<file path="src/irqown_pkg.sv">
`timescale 1ns / 1ps
// ----------------------------------------------------------------------------
// irqown_pkg
// Shared types and codes for the interrupt ownership and wait table.
// ----------------------------------------------------------------------------
package irqown_pkg;

  // request modes
  localparam logic [2:0] MODE_START    = 3'd0;
  localparam logic [2:0] MODE_STOP     = 3'd1;
  localparam logic [2:0] MODE_WAIT     = 3'd2;
  localparam logic [2:0] MODE_COMPLETE = 3'd3;
  localparam logic [2:0] MODE_ENABLE   = 3'd4;
  localparam logic [2:0] MODE_DISABLE  = 3'd5;
  localparam logic [2:0] MODE_HW_IRQ   = 3'd6;
  localparam logic [2:0] MODE_UNKNOWN  = 3'd7;

  // status codes
  localparam logic [1:0] ST_OK      = 2'd0;
  localparam logic [1:0] ST_UNAUTH  = 2'd1;
  localparam logic [1:0] ST_PARAM   = 2'd2;
  localparam logic [1:0] ST_STARTED = 2'd3;

  // interrupt controller actions
  localparam logic [1:0] PIC_NONE   = 2'd0;
  localparam logic [1:0] PIC_EOI    = 2'd1;
  localparam logic [1:0] PIC_MASK   = 2'd2;
  localparam logic [1:0] PIC_UNMASK = 2'd3;

  // lines that can never be monitored
  localparam logic [7:0] IRQ_TIMER   = 8'd0;
  localparam logic [7:0] IRQ_CASCADE = 8'd2;
  localparam logic [7:0] IRQ_RTC     = 8'd8;

  typedef struct packed {
    logic [2:0]  mode;
    logic [15:0] task_id;
    logic        is_driver;
    logic [7:0]  irq_number;
  } in_t;

  typedef struct packed {
    logic [1:0]  status;
    logic [1:0]  pic_action;
    logic [3:0]  pic_irq;
    logic        caller_blocks;
    logic        wake_valid;
    logic [15:0] wake_task_id;
    logic [15:0] pending_mask;
  } out_t;

  // work classes handed from the front to the back
  typedef enum logic [2:0] {
    OP_DONE,   // answer already known, no table access
    OP_HW,
    OP_START,
    OP_STOP,
    OP_WAIT,
    OP_CTRL
  } op_t;

  typedef struct packed {
    op_t         op;
    logic [1:0]  status;
    logic [1:0]  act;
    logic [15:0] task_id;
    logic [7:0]  irq_number;
  } qent_t;

endpackage

</file>
<file path="src/irqown_front.sv">
`timescale 1ns / 1ps
// ----------------------------------------------------------------------------
// irqown_front
// Accepts requests and classifies them; argument checks that need no table
// access are answered here and passed on as finished work.
// ----------------------------------------------------------------------------
module irqown_front import irqown_pkg::*; #(
  parameter int IRQ_COUNT = 16
) (
  input  logic  start,
  input  in_t   req,
  input  logic  q_full,
  output logic  busy,
  output logic  push,
  output qent_t entry
);

  logic irq_ok;
  logic reserved;

  assign busy   = q_full;
  assign push   = start && !q_full;
  assign irq_ok = 32'(req.irq_number) < IRQ_COUNT;

  always_comb begin
    reserved = !irq_ok;
    if (req.irq_number inside {IRQ_TIMER, IRQ_CASCADE, IRQ_RTC}) begin
      reserved = 1'b1;
    end
  end

  always_comb begin
    entry            = '0;
    entry.op         = OP_DONE;
    entry.status     = ST_OK;
    entry.act        = PIC_NONE;
    entry.task_id    = req.task_id;
    entry.irq_number = req.irq_number;
    if (req.mode == MODE_HW_IRQ) begin
      // lines out of range are dropped silently
      if (irq_ok) entry.op = OP_HW;
    end else if (!req.is_driver) begin
      entry.status = ST_UNAUTH;
    end else begin
      case (req.mode)
        MODE_START: begin
          if (reserved) entry.status = ST_PARAM;
          else          entry.op     = OP_START;
        end
        MODE_STOP: begin
          if (reserved) entry.status = ST_PARAM;
          else          entry.op     = OP_STOP;
        end
        MODE_WAIT: begin
          entry.op = OP_WAIT;
        end
        MODE_COMPLETE, MODE_ENABLE, MODE_DISABLE: begin
          if (!irq_ok) begin
            entry.status = ST_UNAUTH;
          end else begin
            entry.op = OP_CTRL;
            if (req.mode == MODE_COMPLETE)    entry.act = PIC_EOI;
            else if (req.mode == MODE_ENABLE) entry.act = PIC_UNMASK;
            else                              entry.act = PIC_MASK;
          end
        end
        default: begin
          entry.status = ST_PARAM;
        end
      endcase
    end
  end

endmodule

</file>
<file path="src/irqown_queue.sv">
`timescale 1ns / 1ps
// ----------------------------------------------------------------------------
// irqown_queue
// Short FIFO of classified requests between the front and the back.
// ----------------------------------------------------------------------------
module irqown_queue import irqown_pkg::*; #(
  parameter int DEPTH = 2
) (
  input  logic  clk,
  input  logic  rst,
  input  logic  push,
  input  qent_t push_data,
  input  logic  pop,
  output logic  full,
  output logic  not_empty,
  output qent_t head
);

  localparam int PW = (DEPTH > 1) ? $clog2(DEPTH) : 1;
  localparam int CW = $clog2(DEPTH + 1);

  qent_t          mem [DEPTH];
  logic [PW-1:0]  wr_ptr;
  logic [PW-1:0]  rd_ptr;
  logic [CW-1:0]  count;

  assign full      = count == CW'(DEPTH);
  assign not_empty = count != '0;
  assign head      = mem[rd_ptr];

  always_ff @(posedge clk) begin
    if (push) mem[wr_ptr] <= push_data;
  end

  always_ff @(posedge clk) begin
    if (rst) begin
      wr_ptr <= '0;
      rd_ptr <= '0;
      count  <= '0;
    end else begin
      if (push) wr_ptr <= (wr_ptr == PW'(DEPTH - 1)) ? '0 : wr_ptr + 1'b1;
      if (pop)  rd_ptr <= (rd_ptr == PW'(DEPTH - 1)) ? '0 : rd_ptr + 1'b1;
      if (push && !pop)      count <= count + 1'b1;
      else if (pop && !push) count <= count - 1'b1;
    end
  end

endmodule

</file>
<file path="src/irqown_back.sv">
`timescale 1ns / 1ps
// ----------------------------------------------------------------------------
// irqown_back
// Ownership table and its sequencer: line lookup, one-entry-per-cycle task
// search, then a single read-modify-write of the selected entry.
// ----------------------------------------------------------------------------
module irqown_back import irqown_pkg::*; #(
  parameter int IRQ_COUNT    = 16,
  parameter int TASK_ID_BITS = 16
) (
  input  logic        clk,
  input  logic        rst,
  input  logic        cfg_we,
  input  logic [15:0] cfg_data,
  input  logic        q_valid,
  input  qent_t       q_head,
  output logic        pop,
  output logic        done,
  output out_t        res
);

  localparam int EW = $clog2(IRQ_COUNT);
  localparam int TW = (TASK_ID_BITS < 16) ? TASK_ID_BITS : 16;

  typedef enum logic [3:0] {
    S_IDLE = 4'b0001,
    S_LOOK = 4'b0010,
    S_SCAN = 4'b0100,
    S_EXEC = 4'b1000
  } state_t;

  state_t              state;
  qent_t               cur;
  logic [EW-1:0]       idx;
  logic [EW-1:0]       free_idx;
  logic                free_ok;
  logic [TW-1:0]       null_id;

  logic [IRQ_COUNT-1:0] owned;
  logic [EW-1:0]        owner_ent [IRQ_COUNT];
  logic [TW-1:0]        etask     [IRQ_COUNT];
  logic [IRQ_COUNT-1:0] emon      [IRQ_COUNT];
  logic [IRQ_COUNT-1:0] epend     [IRQ_COUNT];
  logic [IRQ_COUNT-1:0] ewait;

  logic [EW-1:0]        irq_i;
  logic [TW-1:0]        tk;
  logic [IRQ_COUNT-1:0] bit_mask;
  logic [TW-1:0]        t_rd;
  logic [IRQ_COUNT-1:0] mon_rd;
  logic [IRQ_COUNT-1:0] pend_rd;
  logic [IRQ_COUNT-1:0] pend_or;
  logic [IRQ_COUNT-1:0] mon_clr;
  logic [31:0]          pend_rd32;
  logic [31:0]          pend_or32;
  logic                 hit;
  logic                 is_free;
  logic                 last;
  logic                 nf_ok;
  logic [EW-1:0]        nf_idx;

  assign irq_i     = cur.irq_number[EW-1:0];
  assign tk        = cur.task_id[TW-1:0];
  assign bit_mask  = {{(IRQ_COUNT-1){1'b0}}, 1'b1} << irq_i;
  assign t_rd      = etask[idx];
  assign mon_rd    = emon[idx];
  assign pend_rd   = epend[idx];
  assign pend_or   = pend_rd | bit_mask;
  assign mon_clr   = mon_rd & ~bit_mask;
  assign pend_rd32 = 32'(pend_rd);
  assign pend_or32 = 32'(pend_or);
  assign hit       = t_rd == tk;
  assign is_free   = t_rd == null_id;
  assign last      = idx == EW'(IRQ_COUNT - 1);
  // allocation takes the highest-numbered free entry seen
  assign nf_ok     = free_ok || is_free;
  assign nf_idx    = is_free ? idx : free_idx;
  assign pop       = (state == S_IDLE) && q_valid;

  always_ff @(posedge clk) begin
    if (rst) null_id <= '0;
    else if (cfg_we) null_id <= cfg_data[TW-1:0];
  end

  always_ff @(posedge clk) begin
    if (rst) begin
      state    <= S_IDLE;
      done     <= 1'b0;
      idx      <= '0;
      free_idx <= '0;
      free_ok  <= 1'b0;
      owned    <= '0;
      ewait    <= '0;
      for (int i = 0; i < IRQ_COUNT; i++) begin
        owner_ent[i] <= '0;
        etask[i]     <= '0;
        emon[i]      <= '0;
        epend[i]     <= '0;
      end
    end else begin
      done <= 1'b0;
      res  <= '0;
      case (state)
        S_IDLE: begin
          if (q_valid) begin
            cur      <= q_head;
            idx      <= '0;
            free_ok  <= 1'b0;
            free_idx <= '0;
            if (q_head.op == OP_DONE) begin
              done       <= 1'b1;
              res.status <= q_head.status;
            end else if (q_head.op == OP_WAIT) begin
              state <= S_SCAN;
            end else begin
              state <= S_LOOK;
            end
          end
        end
        S_LOOK: begin
          if (owned[irq_i]) begin
            if (cur.op == OP_START) begin
              done       <= 1'b1;
              res.status <= ST_STARTED;
              state      <= S_IDLE;
            end else begin
              idx   <= owner_ent[irq_i];
              state <= S_EXEC;
            end
          end else if (cur.op == OP_START) begin
            state <= S_SCAN;
          end else begin
            // unowned line: raised irq is dropped, requests are refused
            done       <= 1'b1;
            res.status <= (cur.op == OP_HW) ? ST_OK : ST_UNAUTH;
            state      <= S_IDLE;
          end
        end
        S_SCAN: begin
          free_ok  <= nf_ok;
          free_idx <= nf_idx;
          if (hit) begin
            state <= S_EXEC;
          end else if (last) begin
            if (cur.op == OP_START && nf_ok) begin
              idx   <= nf_idx;
              state <= S_EXEC;
            end else begin
              done       <= 1'b1;
              res.status <= (cur.op == OP_START) ? ST_PARAM : ST_UNAUTH;
              state      <= S_IDLE;
            end
          end else begin
            idx <= idx + 1'b1;
          end
        end
        S_EXEC: begin
          done  <= 1'b1;
          state <= S_IDLE;
          case (cur.op)
            OP_HW: begin
              if (ewait[idx]) begin
                res.wake_valid   <= 1'b1;
                res.wake_task_id <= 16'(t_rd);
                res.pending_mask <= pend_or32[15:0];
                epend[idx]       <= '0;
                ewait[idx]       <= 1'b0;
              end else begin
                epend[idx] <= pend_or;
              end
            end
            OP_START: begin
              owned[irq_i]     <= 1'b1;
              owner_ent[irq_i] <= idx;
              emon[idx]        <= mon_rd | bit_mask;
              etask[idx]       <= tk;
            end
            OP_STOP: begin
              if (!hit) begin
                res.status <= ST_UNAUTH;
              end else begin
                emon[idx]    <= mon_clr;
                epend[idx]   <= pend_rd & ~bit_mask;
                owned[irq_i] <= 1'b0;
                if (mon_clr == '0) etask[idx] <= null_id;
              end
            end
            OP_WAIT: begin
              if (pend_rd == '0) begin
                ewait[idx]        <= 1'b1;
                res.caller_blocks <= 1'b1;
              end else begin
                res.pending_mask <= pend_rd32[15:0];
                epend[idx]       <= '0;
                ewait[idx]       <= 1'b0;
              end
            end
            OP_CTRL: begin
              if (!hit) begin
                res.status <= ST_UNAUTH;
              end else begin
                res.pic_action <= cur.act;
                res.pic_irq    <= cur.irq_number[3:0];
              end
            end
            default: begin
              res.status <= cur.status;
            end
          endcase
        end
        default: begin
          state <= S_IDLE;
        end
      endcase
    end
  end

  a_done_source: assert property (@(posedge clk) disable iff (rst)
    done |-> ($past(state) != S_IDLE) || $past(pop))
    else $error("result strobe without work in progress");

  a_exec_answers: assert property (@(posedge clk) disable iff (rst)
    (state == S_EXEC) |=> done)
    else $error("entry update finished without a result");

  a_wake_clean: assert property (@(posedge clk) disable iff (rst)
    done && res.wake_valid |-> (res.status == ST_OK) && !res.caller_blocks)
    else $error("wake result carries a failure or a block");

  a_pic_ok: assert property (@(posedge clk) disable iff (rst)
    done && (res.pic_action != PIC_NONE) |-> (res.status == ST_OK) && !res.wake_valid)
    else $error("controller action on a refused request");

endmodule

</file>
<file path="src/irq_ownership_wait_table.sv">
`timescale 1ns / 1ps
// ----------------------------------------------------------------------------
// irq_ownership_wait_table
// Routes interrupt lines to registered driver tasks; handles start/stop
// monitoring, wait, complete/enable/disable and raised hardware lines.
// ----------------------------------------------------------------------------
// A request is taken when start is high and busy is low; busy rises only
// when the two-entry request queue is full. Every request gives exactly one
// result, shown for a single cycle with done high, and results cannot be
// held off. Requests rejected on their arguments pass through the queue
// and are answered without table access. Line-based requests take a line
// lookup and an entry update. Wait searches the task table one entry per
// cycle; a start on a free line does the line lookup before the same
// search. The back end works on one request at a time and takes the next
// from the queue once it answers, so that search bounds the request rate.
// ----------------------------------------------------------------------------
module irq_ownership_wait_table import irqown_pkg::*; #(
  parameter int IRQ_COUNT    = 16,
  parameter int TASK_ID_BITS = 16,
  parameter int QUEUE_DEPTH  = 2
) (
  input  logic        clk,
  input  logic        rst,
  input  logic        cfg_we,
  input  logic [15:0] cfg_data,
  input  logic        start,
  input  in_t         req,
  output logic        busy,
  output logic        done,
  output out_t        res
);

  logic  q_full;
  logic  q_valid;
  logic  push;
  logic  pop;
  qent_t entry;
  qent_t head;

  irqown_front #(
    .IRQ_COUNT (IRQ_COUNT)
  ) u_front (
    .start  (start),
    .req    (req),
    .q_full (q_full),
    .busy   (busy),
    .push   (push),
    .entry  (entry)
  );

  irqown_queue #(
    .DEPTH (QUEUE_DEPTH)
  ) u_queue (
    .clk       (clk),
    .rst       (rst),
    .push      (push),
    .push_data (entry),
    .pop       (pop),
    .full      (q_full),
    .not_empty (q_valid),
    .head      (head)
  );

  irqown_back #(
    .IRQ_COUNT    (IRQ_COUNT),
    .TASK_ID_BITS (TASK_ID_BITS)
  ) u_back (
    .clk      (clk),
    .rst      (rst),
    .cfg_we   (cfg_we),
    .cfg_data (cfg_data),
    .q_valid  (q_valid),
    .q_head   (head),
    .pop      (pop),
    .done     (done),
    .res      (res)
  );

endmodule

</file>
<file path="config.mk">
export PLATFORM = sky130hd
export DESIGN_NAME = irq_ownership_wait_table
export DESIGN_NICKNAME = d
export VERILOG_FILES = /design/src/irqown_pkg.sv /design/src/irqown_front.sv /design/src/irqown_queue.sv /design/src/irqown_back.sv /design/src/irq_ownership_wait_table.sv
export SDC_FILE = /design/constraint.sdc
export NUM_CORES = 2
export LEC_CHECK = 0
export BUFFER_PORTS_ARGS = -buffer_cell sky130_fd_sc_hd__clkbuf_2
export CAP_MARGIN = 30
export CORE_MARGIN = 2
export CORE_UTILIZATION = 55
export CTS_BUF_LIST = sky130_fd_sc_hd__clkbuf_16
export DETAILED_ROUTE_END_ITERATION = 6
export PLACE_DENSITY_LB_ADDON = 0.12
export SLEW_MARGIN = 25
export SYNTH_ARGS = -nofsm -noshare
export SYNTH_HDL_FRONTEND = slang
export SYNTH_SLANG_ARGS = --single-unit
</file>
<file path="constraint.sdc">
create_clock -name clk -period 8.6 [get_ports clk]
set_input_delay 1.29 -clock clk [delete_from_list [all_inputs] [get_ports clk]]
set_output_delay 1.29 -clock clk [all_outputs]
set_load 0.1 [all_outputs]
</file>
==> results.cfg <==
[power_and_ir_drop]
clockPowerShare_pct = 35.5
switching_share_pct = 28.96
internal_power_mw = 9.435
ir_drop_v = 0.0001578
comb_power_share_pct = 19.2
power_density_mw_per_mm2 = 256.0
leakagePower_nw = 17.47
seqPwrFrac_pct = 45.3
power_switching_mw = 3.846

[clock_network]
clk_path_buf_depth = 3
post_cts_resized = 0
clkLatencyLatePin_ns = 0.68
cts_inserted_buffers = 105
hold_buffers = 0
cts_root_buf = clkbuf_16
htreeDepth = 3
clkTransAtPathRegs_ns = 0.06
cts_tree = yes
cts_setup_buffers = 0
clock-sinks = 1030

[yosys]
synth.yosys.warnings = 0
synth_area_sq_mm = 0.04646
netlist.top_cell.by_area = edfxtp_1
synth_area_leaders = edfxtp_1, mux4_2, nor2_1, dfxtp_1, nor2b_1
yosysSeqAreaShare_pct = 64.96
ys_top_cells_by_count = edfxtp_1, nor2_1, mux4_2, clkbuf_1, nor2b_1
async_reset_ff_share_pct = 0
yosysTopAreaCellShare_pct = 61.72
yosysMostFrequentCell = edfxtp_1
synth-edff-count = 955
ys_ff_latch = 1030
synth_nets = 3340
syn_avg_cell_area_sq_um = 14.15
synthCells = 3284
synth.distinct_cells = 72
synth_ff_type = edfxtp_1

[die]
rows = 106
io_pins = 92
core_area_sq_mm = 0.08369
dieArea_sq_mm = 0.08682
die_width_microns = 294.6
initial_utilization_pct = 55.52
fp.dieH_microns = 294.6

[place]
port_buffers = 91
hpwlAfterDp_microns = 88700
placed_area_sq_mm = 0.04823
dp_slack_ns = 2.262
gp_congestion = 0.9981

[critical_path]
cp.required_ns = 8.89
arrival_ns = 6.68
reg2reg_slack_ns = 2.21
critPathMaxFanout = 57
critPathKind = register to register
critPathCaptureType = register
startpoint_type = register

[layout]
syn_to_final_growth_pct = 11.67
antenna_cells = 0
final_nets = 3398
drive_gt1_share_pct = 21.11
fillers = 6246
final_area_sq_mm = 0.05188

[detailed_routing]
drc_errors = 0
wl_microns = 134900
viasPerCell = 6.548
antenna_left = 0
drt-initial-drc-count = 4088
via_count = 29890
wl_per_cell_microns = 29.57
drtPass1Iterations = 6

[timing]
fin_tns_setup_ns = 0
slew_headroom_pct = 29.34
hold_viol_final = 0
finalMaxSlewViolations = 0
tightestPinTransition_ns = 1.052
fmax_mhz = 156.6
post-route-period-util_pct = 74.25
fin_crit_ns = 6.385
setup_ws_ns = 2.215
grt_setup_unrepaired = no
finalClockSkew_ns = 0.02230
setup_viol = 0

[worst_hold_path]
hp-class = register to register

[global_routing]
grt_first_pass_wirelength_microns = 196100
grt_start_max_net_pins = 80
grt_usage_pct = 31.28
antenna_found_initial = 5
overflow = 0
grt_pass1_vias = 29240

[run_status]
status = finished clean

[job]
maxCapViolations = 0
[registers in the layout (all words and copies together) (netlist names), 4 cells and up, named ones only]
register	cells
u_back.emon	256
u_back.epend	256
u_back.etask	256
u_back.owner_ent	64
u_queue.mem	54
u_back.res	42
u_back.null_id	16
u_back.tk	16
u_back.cur	11
u_back.free_idx	4
u_back.idx	4
u_back.state	4
[path summary, 6_finish.rpt]
path / startpoint / endpoint / depth (start not counted)
worst max-delay path: register / u_back.etask[1][3] / 11
worst min-delay path: register / register / 2
worst max register to register: register / u_back.etask[1][3] / 11
worst min register to register: register / register / 2
[critical path: stages (launching register included)]
cell and delay (ns):
dfxtp_4 0.91, buf_12 0.40, mux2_2 0.40, o22ai_1 0.50, or3_1 0.24, a21oi_1 0.08
nor4b_1 0.54, o2111ai_2 0.62, nor4_4 0.42, buf_4 0.38, or3_1 0.58, a21boi_2 0.84
[cell usage in the layout, fill, tap and decap left out, types with 29 or more instances in the layout]
master	n
and2_1	41
mux2_2	51
dfxtp_1	71
nor2_1	596
a211oi_1	29
and3_1	45
edfxtp_1	955
buf_4	107
mux4_2	233
mux2i_1	76
a21oi_1	74
o21ai_0	62
clkbuf_2	91
inv_1	29
o21ai_1	33
clkbuf_16	107
nand3_1	58
nand2_1	106
nor3_1	146
nor2b_1	154
[layer usage]
metal	track usage [%]	up-vias	share of wire, %	wire length, microns
li1	-	12500	-	-
met1	42.53	15110	38	50760
met2	49.48	1932	47	63420
met3	7.767	337	12	15650
met4	11.03	8	3.7	5057
met5	0	-	0.038	51
[cell families (layout without fill, tap and decap cells)]
group,after synthesis,count (layout),share of synthesized area (%)
adders and majority gates,8,8,0.2155
DFF,1030,1030,64.96
buffers and inverters,281,427,2.690
AOI/OAI and AO/OA,315,315,4.637
and+or+nand+nor,1253,1253,12.62
muxes,362,362,14.22
xor gates and xnor gates,35,35,0.6598
[metrics by stage]
| stage | hold slack, ns | total power [mW] | std cells | util (%) |
|---|---|---|---|---|
| 5_1_grt | 0.4865 | 13.63 | 4564 | 62.00 |
| 4_1_cts | 0.4595 | 13.25 | 4554 | 61.85 |
| 3_5_place_dp | 0.4526 | 8.601 | 4359 | 57.63 |
| 3_3_place_gp | 0.4437 | 8.552 | 4353 | 57.48 |
| 6_report | 0.4612 | 13.28 | 4564 | 62.00 |
| 2_1_floorplan | 0.4353 | 7.691 | 3284 | - |
[cell type report]
| class | count | area [sq um] | area share, % |
|---|---|---|---|
| clock buffers | 107 | 2678 | 5.161 |
| clock inverters | 88 | 855.8 | 1.649 |
| inverters | 18 | 72.57 | 0.1399 |
| multi-input cells | 1973 | 15160 | 29.21 |
| flip-flops and latches | 1030 | 30190 | 58.19 |
| well taps | 1134 | 1419 | 2.735 |
| repair buffers | 214 | 1509 | 2.908 |
[power groups by stage]
stage / logic [mW] / registers, mW / clock network (mW)
after CTS: 2.51 / 6.01 / 4.73
after global placement: 2.45 / 6.10 / 0
after detailed placement: 2.49 / 6.11 / 0
after floorplan: 1.70 / 5.99 / 0
final: 2.56 / 6.01 / 4.71
after global routing: 2.67 / 6.03 / 4.92
Note: power is estimated with default switching activity, not from simulation.
